File: src/design/jit_pkg.sv
package jit_pkg;

    // widths of the configuration port and payload
    localparam int DATA_W      = 32;
    localparam int MIN_W       = 31;
    localparam int JIT_W       = 5;
    localparam int CFG_INDEX_W = 2;

    typedef logic [CFG_INDEX_W-1:0] cfg_index_t;

    // configuration register indexes
    localparam cfg_index_t REG_SEED         = 2'd0;
    localparam cfg_index_t REG_MIN_INTERVAL = 2'd1;
    localparam cfg_index_t REG_JITTER_BITS  = 2'd2;

    // register reset values
    localparam logic [DATA_W-1:0] SEED_RESET         = 32'd0;
    localparam logic [MIN_W-1:0]  MIN_INTERVAL_RESET = 31'd3000000;
    localparam logic [JIT_W-1:0]  JITTER_BITS_RESET  = 5'd22;

    // mulberry32 constants
    localparam logic [DATA_W-1:0] GOLDEN_STEP = 32'h6D2B79F5;
    localparam logic [DATA_W-1:0] ODD_MASK    = 32'd1;
    localparam logic [DATA_W-1:0] MIX_MASK    = 32'd61;

    // commands from controller to datapath
    typedef struct packed {
        logic load;     // input transaction accepted: decide and advance state
        logic mul1;     // first multiply of the mixer
        logic mul2;     // second multiply of the mixer
        logic finish;   // form the result and load the output register
    } jit_cmd_t;

    // status from datapath to controller
    typedef struct packed {
        logic fire;     // elapsed time reached the interval for the item on the port
    } jit_sts_t;

endpackage

File: src/design/jit_ctrl.sv
module jit_ctrl (
    input  logic               clk,
    input  logic               rst_n,
    input  logic               in_valid,
    output logic               in_ready,
    output logic               out_valid,
    input  logic               out_ready,
    input  jit_pkg::jit_sts_t  sts,
    output jit_pkg::jit_cmd_t  cmd
);
    import jit_pkg::*;

    typedef enum logic [1:0] {
        ST_IDLE,
        ST_MUL1,
        ST_MUL2,
        ST_FIN
    } state_t;

    state_t state_reg;
    state_t state_next;
    logic   out_valid_reg;
    logic   out_valid_next;
    logic   slot_free;

    // output slot can take a new result
    assign slot_free = !out_valid_reg || out_ready;

    assign in_ready  = (state_reg == ST_IDLE);
    assign out_valid = out_valid_reg;

    // next state, commands and output valid
    always_comb
    begin
        state_next     = state_reg;
        out_valid_next = out_valid_reg && !out_ready;
        cmd            = '0;
        case (state_reg)
            ST_IDLE:
            begin
                if (in_valid)
                begin
                    cmd.load   = 1'b1;
                    state_next = sts.fire ? ST_MUL1 : ST_FIN;
                end
            end
            ST_MUL1:
            begin
                cmd.mul1   = 1'b1;
                state_next = ST_MUL2;
            end
            ST_MUL2:
            begin
                cmd.mul2   = 1'b1;
                state_next = ST_FIN;
            end
            ST_FIN:
            begin
                if (slot_free)
                begin
                    cmd.finish     = 1'b1;
                    out_valid_next = 1'b1;
                    state_next     = ST_IDLE;
                end
            end
            default:
            begin
                state_next = ST_IDLE;
            end
        endcase
    end

    // state and output valid registers
    always_ff @(posedge clk or negedge rst_n)
    begin
        if (!rst_n)
        begin
            state_reg     <= ST_IDLE;
            out_valid_reg <= 1'b0;
        end
        else
        begin
            state_reg     <= state_next;
            out_valid_reg <= out_valid_next;
        end
    end

endmodule

File: src/design/jit_dp.sv
module jit_dp (
    input  logic                         clk,
    input  logic                         rst_n,
    input  logic                         cfg_write,
    input  jit_pkg::cfg_index_t          cfg_index,
    input  logic [jit_pkg::DATA_W-1:0]   cfg_data,
    input  logic [jit_pkg::DATA_W-1:0]   now,
    input  jit_pkg::jit_cmd_t            cmd,
    output jit_pkg::jit_sts_t            sts,
    output logic                         fire,
    output logic [jit_pkg::DATA_W-1:0]   interval,
    output logic [jit_pkg::DATA_W-1:0]   random_word
);
    import jit_pkg::*;

    // configuration and timer state
    logic [MIN_W-1:0]  min_reg;
    logic [JIT_W-1:0]  jit_reg;
    logic [DATA_W-1:0] gen_reg;
    logic [DATA_W-1:0] last_reg;
    logic [DATA_W-1:0] intv_reg;
    logic              fire_reg;

    // mixer products
    logic [DATA_W-1:0] prod1_reg;
    logic [DATA_W-1:0] prod2_reg;

    // output register
    logic              out_fire_reg;
    logic [DATA_W-1:0] out_intv_reg;
    logic [DATA_W-1:0] out_word_reg;

    logic [DATA_W-1:0] elapsed;
    logic [DATA_W-1:0] mul_a;
    logic [DATA_W-1:0] mul_b;
    logic [DATA_W-1:0] mul_p;
    logic [DATA_W-1:0] mix_sum;
    logic [DATA_W-1:0] mix_z;
    logic [DATA_W-1:0] word;
    logic [DATA_W-1:0] mask;
    logic [DATA_W-1:0] new_intv;

    // interval check for the item on the input port
    assign elapsed  = now - last_reg;
    assign sts.fire = (elapsed >= intv_reg);

    // shared multiplier, low 32 bits of the product
    always_comb
    begin
        if (cmd.mul2)
        begin
            mul_a = prod1_reg ^ (prod1_reg >> 7);
            mul_b = prod1_reg | MIX_MASK;
        end
        else
        begin
            mul_a = gen_reg ^ (gen_reg >> 15);
            mul_b = gen_reg | ODD_MASK;
        end
    end
    assign mul_p = DATA_W'(mul_a * mul_b);

    // final mix and new interval
    assign mix_sum  = prod1_reg + prod2_reg;
    assign mix_z    = prod1_reg ^ mix_sum;
    assign word     = mix_z ^ (mix_z >> 14);
    assign mask     = (DATA_W'(1) << jit_reg) - DATA_W'(1);
    assign new_intv = {1'b0, min_reg} + (word & mask);

    // configuration and timer state
    always_ff @(posedge clk or negedge rst_n)
    begin
        if (!rst_n)
        begin
            min_reg  <= MIN_INTERVAL_RESET;
            jit_reg  <= JITTER_BITS_RESET;
            gen_reg  <= SEED_RESET;
            last_reg <= '0;
            intv_reg <= '0;
            fire_reg <= 1'b0;
        end
        else
        begin
            if (cfg_write)
            begin
                case (cfg_index)
                    REG_SEED:         gen_reg <= cfg_data;
                    REG_MIN_INTERVAL: min_reg <= cfg_data[MIN_W-1:0];
                    REG_JITTER_BITS:  jit_reg <= cfg_data[JIT_W-1:0];
                    default:          ;
                endcase
            end
            if (cmd.load)
            begin
                fire_reg <= sts.fire;
                if (sts.fire)
                begin
                    last_reg <= now;
                    gen_reg  <= gen_reg + GOLDEN_STEP;
                end
            end
            if (cmd.finish && fire_reg)
            begin
                intv_reg <= new_intv;
            end
        end
    end

    // mixer product registers
    always_ff @(posedge clk)
    begin
        if (cmd.mul1)
        begin
            prod1_reg <= mul_p;
        end
        if (cmd.mul2)
        begin
            prod2_reg <= mul_p;
        end
    end

    // result register
    always_ff @(posedge clk)
    begin
        if (cmd.finish)
        begin
            out_fire_reg <= fire_reg;
            out_intv_reg <= fire_reg ? new_intv : intv_reg;
            out_word_reg <= fire_reg ? word : '0;
        end
    end

    assign fire        = out_fire_reg;
    assign interval    = out_intv_reg;
    assign random_word = out_word_reg;

endmodule

File: src/design/jittered_interval_timer_top.sv
// Jittered interval timer.
// Input channel (in_valid/in_ready, field now) carries the free-running time.
// Each transaction yields one result transaction (out_valid/out_ready) with
// fire, the interval in force after the item and the random word drawn.
// Configuration is written through cfg_write/cfg_index/cfg_data; the user
// must write it only while idle, the block itself does not enforce it;
// writing the seed reloads the generator.
// When the timer fires, an accepted item passes through MUL1 and MUL2
// (two passes through the shared 32x32 multiplier), then FIN (the final
// mix); when it does not fire it goes straight to FIN. One item is in the
// datapath at a time: no new item is accepted until the last one leaves FIN.
// The result sits in an output register: a new item may be accepted while
// the previous result still waits, but a finished item waits in the last
// step until the receiver takes the pending result.
// Reset clears the timer: the interval is zero so the first item fires, the
// generator holds the seed reset value and the result channel is empty.
module jittered_interval_timer_top (
    input  logic                         clk,
    input  logic                         rst_n,
    input  logic                         cfg_write,
    input  jit_pkg::cfg_index_t          cfg_index,
    input  logic [jit_pkg::DATA_W-1:0]   cfg_data,
    input  logic                         in_valid,
    output logic                         in_ready,
    input  logic [jit_pkg::DATA_W-1:0]   now,
    output logic                         out_valid,
    input  logic                         out_ready,
    output logic                         fire,
    output logic [jit_pkg::DATA_W-1:0]   interval,
    output logic [jit_pkg::DATA_W-1:0]   random_word
);
    import jit_pkg::*;

    jit_cmd_t cmd;
    jit_sts_t sts;

    // controller
    jit_ctrl u_ctrl (
        .clk       (clk),
        .rst_n     (rst_n),
        .in_valid  (in_valid),
        .in_ready  (in_ready),
        .out_valid (out_valid),
        .out_ready (out_ready),
        .sts       (sts),
        .cmd       (cmd)
    );

    // datapath
    jit_dp u_dp (
        .clk         (clk),
        .rst_n       (rst_n),
        .cfg_write   (cfg_write),
        .cfg_index   (cfg_index),
        .cfg_data    (cfg_data),
        .now         (now),
        .cmd         (cmd),
        .sts         (sts),
        .fire        (fire),
        .interval    (interval),
        .random_word (random_word)
    );

    // one item at a time in the datapath
    assert property (@(posedge clk) disable iff (!rst_n)
        in_valid && in_ready |=> !in_ready)
        else $error("input accepted while an item is in flight");

    // no draw without a firing
    assert property (@(posedge clk) disable iff (!rst_n)
        out_valid && !fire |-> random_word == '0)
        else $error("random word nonzero on a result that did not fire");

    // a new result appears only after the finish step
    assert property (@(posedge clk) disable iff (!rst_n)
        $rose(out_valid) |-> $past(cmd.finish))
        else $error("result valid without a finish step");

endmodule

File: config.mk
export PLATFORM = sky130hd
export DESIGN_NAME = jittered_interval_timer_top
export DESIGN_NICKNAME = d
export VERILOG_FILES = /design/src/design/jit_pkg.sv /design/src/design/jit_ctrl.sv /design/src/design/jit_dp.sv /design/src/design/jittered_interval_timer_top.sv
export SDC_FILE = /design/constraint.sdc
export NUM_CORES = 2
export LEC_CHECK = 0
export BUFFER_PORTS_ARGS = -buffer_cell sky130_fd_sc_hd__clkbuf_2
export CAP_MARGIN = 20
export CORE_MARGIN = 1.5
export CORE_UTILIZATION = 30
export CTS_CLUSTER_DIAMETER = 30
export DETAILED_ROUTE_END_ITERATION = 7
export PLACE_DENSITY_LB_ADDON = 0.15
export RECOVER_POWER = 25
export SLEW_MARGIN = 20
export SYNTH_ARGS = -nofsm -noshare
export SYNTH_HDL_FRONTEND = slang
export SYNTH_SLANG_ARGS = --single-unit
File: constraint.sdc
create_clock -name clk -period 12.8 [get_ports clk]
set_input_delay 3.2 -clock clk [delete_from_list [all_inputs] [get_ports clk]]
set_output_delay 3.2 -clock clk [all_outputs]
set_load 0.05 [all_outputs]
==> flow_summary.ini <==
[synthesis]
synth-main-ff-cell = edfxtp_1
synth_edf_count = 129
ys_seq_area_share_pct = 22.4
synth-async-reset-ratio_pct = 51.3
synthTopCellsByCount = inv_1 (532), nor2_1 (414), fa_1 (411)
yosys.area.top_type = fa_1
synth.most_common_cell = inv_1
syn_inst = 3507
ys_types = 85
netlist_area_sq_mm = 0.0325
syn-num-nets = 4244
yosysWarnings = 0
ys_ff_latch = 265
synth_top_area_share_pct = 25.3
synth_area_leaders = fa_1 (25%), edfxtp_1 (12%), ha_1 (9.8%), dfrtp_1 (9.5%), inv_1 (6.1%)
syn_avg_cell_area_sq_um = 9.28

[worst_setup_path]
cp.arrival_ns = 11.24
cp.required_ns = 13.13
r2r_slack_ns = 1.89
path_class = reg2reg
endpoint_kind = flip-flop
cpMaxStageDelayCell = ha_1
cp-start-kind = flip-flop
cp_max_fo = 42
max_stage_delay_ns = 1.24

[timing]
period_share_pct = 85.2
hold_viol = 0
slew_headroom_pct = -197
rsz0062_at_grt = false
max_freq_mhz = 91.7
finalSetupViolCount = 0
tightest_slew_ns = 4.46
setup_slack_ns = 1.89
final_max_slew_viol_count = 220
finalSetupTns_ns = 0
post-route-min-period_ns = 10.91
clock_skew_ns = 0.0317

[finish]
fin_cells = 5109
regArea_sq_mm = 0.00729
syn_to_final_growth_pct = 15.1
final_area_sq_mm = 0.0374
fin_nets = 4382
n_fill_cell = 11103
multi_input_area_sq_mm = 0.0227
drive_above_1_share_pct = 12.5

[floorplan]
rows = 120
dieWidth_um = 332
dieArea_sq_mm = 0.110
dieHeight_um = 332
io_pins = 138
initial_utilization_pct = 30.3
core-area_sq_mm = 0.107

[global_routing]
grt_usage_pct = 20.7
grt_pass1_wl_mm = 170
grt_max_degree = 76
grt_overflow_total = 0
antenna_found_initial = 0
grt_pass1_vias = 26042

[detailed_routing]
dr_total_vias = 25124
post_drt_wl_per_cell_um = 22.4
wl_mm = 114
avgViaCountPerCell = 4.92
post-route-drc-count = 0
drt_iter0_markers = 1836
drt_pass1_iterations = 6
ant_nets = 0

[run_status]
outcome = finished, violations left
violations = capacitance limit, slew limit

[place]
pre_cts_slack_ns = 2.62
placed_cell_area_sq_mm = 0.0349
gp_congestion = 0.912
numPortBuffers = 137
dp_hpwl_mm = 90.7
dp_cells = 4971

[flow_run]
drv_cap = 5

[clock_tree]
clock_path_buffers = 3
cts_num_sinks = 265
numCtsBuffers = 75
worstSkewPairLatency_ns = 0.61
clkTransAtPathRegs_ns = 0.04
post_cts_buffers = 0
ctsRootBufferMaster = clkbuf_16
cts_hold_buffers = 0
cts_tree = built
htreeDepth = 3
ctsResizeCount = 0

[min_path]
hold_class = reg2reg
## cells by family after synthesis
family          Yosys count  synth area share, %
simple gates            985                 12.9
buf+inv                 673                 7.81
fa+ha+maj               666                 35.1
compound gates          555                 11.2
flops                   265                 22.4
xor+xnor                257                 7.00
mux                     106                 3.58
## cell usage in the layout, fill, tap and decap left out, types with 123 or more instances in the layout
cell type | netlist | routed
inv_1 | 532 | 532
clkbuf_2 | 0 | 136
nor2_1 | 414 | 413
xnor2_1 | 190 | 190
ha_1 | 255 | 255
edfxtp_1 | 129 | 129
a21oi_1 | 146 | 147
dfrtp_1 | 123 | 123
fa_1 | 411 | 411
nand2_1 | 366 | 366
## critical path, delay by kind of cell (launching register included)
family          cells  cell delay [ns]
fa+ha+maj          10             5.47
compound gates      9             2.67
buf+inv             9             1.49
simple gates        3             0.42
flops               1             0.41
xor+xnor            1             0.15
## path summary, 6_finish.rpt
check | start | endpoint | depth (start not counted)
worst max register to register | u_ctrl.state_reg[0]$_DFFE_PN0P_ | u_dp.prod1_reg[30]$_DFFE_PN_ | 32
min in group asynchronous | rst_n | u_dp.last_reg[4]$_DFFE_PN0P_ | 1
worst min register to register | u_dp.last_reg[0]$_DFFE_PN0P_ | u_dp.last_reg[0]$_DFFE_PN0P_ | 2
max in group asynchronous | rst_n | u_dp.min_reg[23]$_DFFE_PN0P_ | 2
worst min-delay path | u_dp.last_reg[0]$_DFFE_PN0P_ | u_dp.last_reg[0]$_DFFE_PN0P_ | 2
worst max-delay path | u_ctrl.state_reg[0]$_DFFE_PN0P_ | u_dp.prod1_reg[30]$_DFFE_PN_ | 32
## metal layers
layer	up-vias	track usage (%)	routed length, um
li1	11657	-	-
met1	12581	27.5	49900
met2	750	34.9	54900
met3	136	2.67	6220
met4	0	6.42	3290
met5	-	0	0
## cell type report
| type | count | share of cell area [%] |
|---|---|---|
| Multi-Input combinational cell | 2569 | 60.7 |
| Sequential cell | 265 | 19.5 |
| Clock buffer | 96 | 5.44 |
| Inverter | 540 | 5.41 |
| Tap cell | 1403 | 4.69 |
| Timing Repair Buffer | 194 | 2.95 |
| Clock inverter | 41 | 1.36 |
| Antenna cell | 1 | 0.00668 |
## per-stage QoR
step	utilization, %	hold WS, ns
after floorplan	-	0.454
after detailed placement	32.5	0.483
final	34.9	0.488
after global routing	34.9	0.500
after CTS	34.9	0.492
after global placement	32.5	0.469
Power is left out: the tool's default activity adds up to more than one toggle a clock period on the data nets, which glitch-free logic cannot reach.
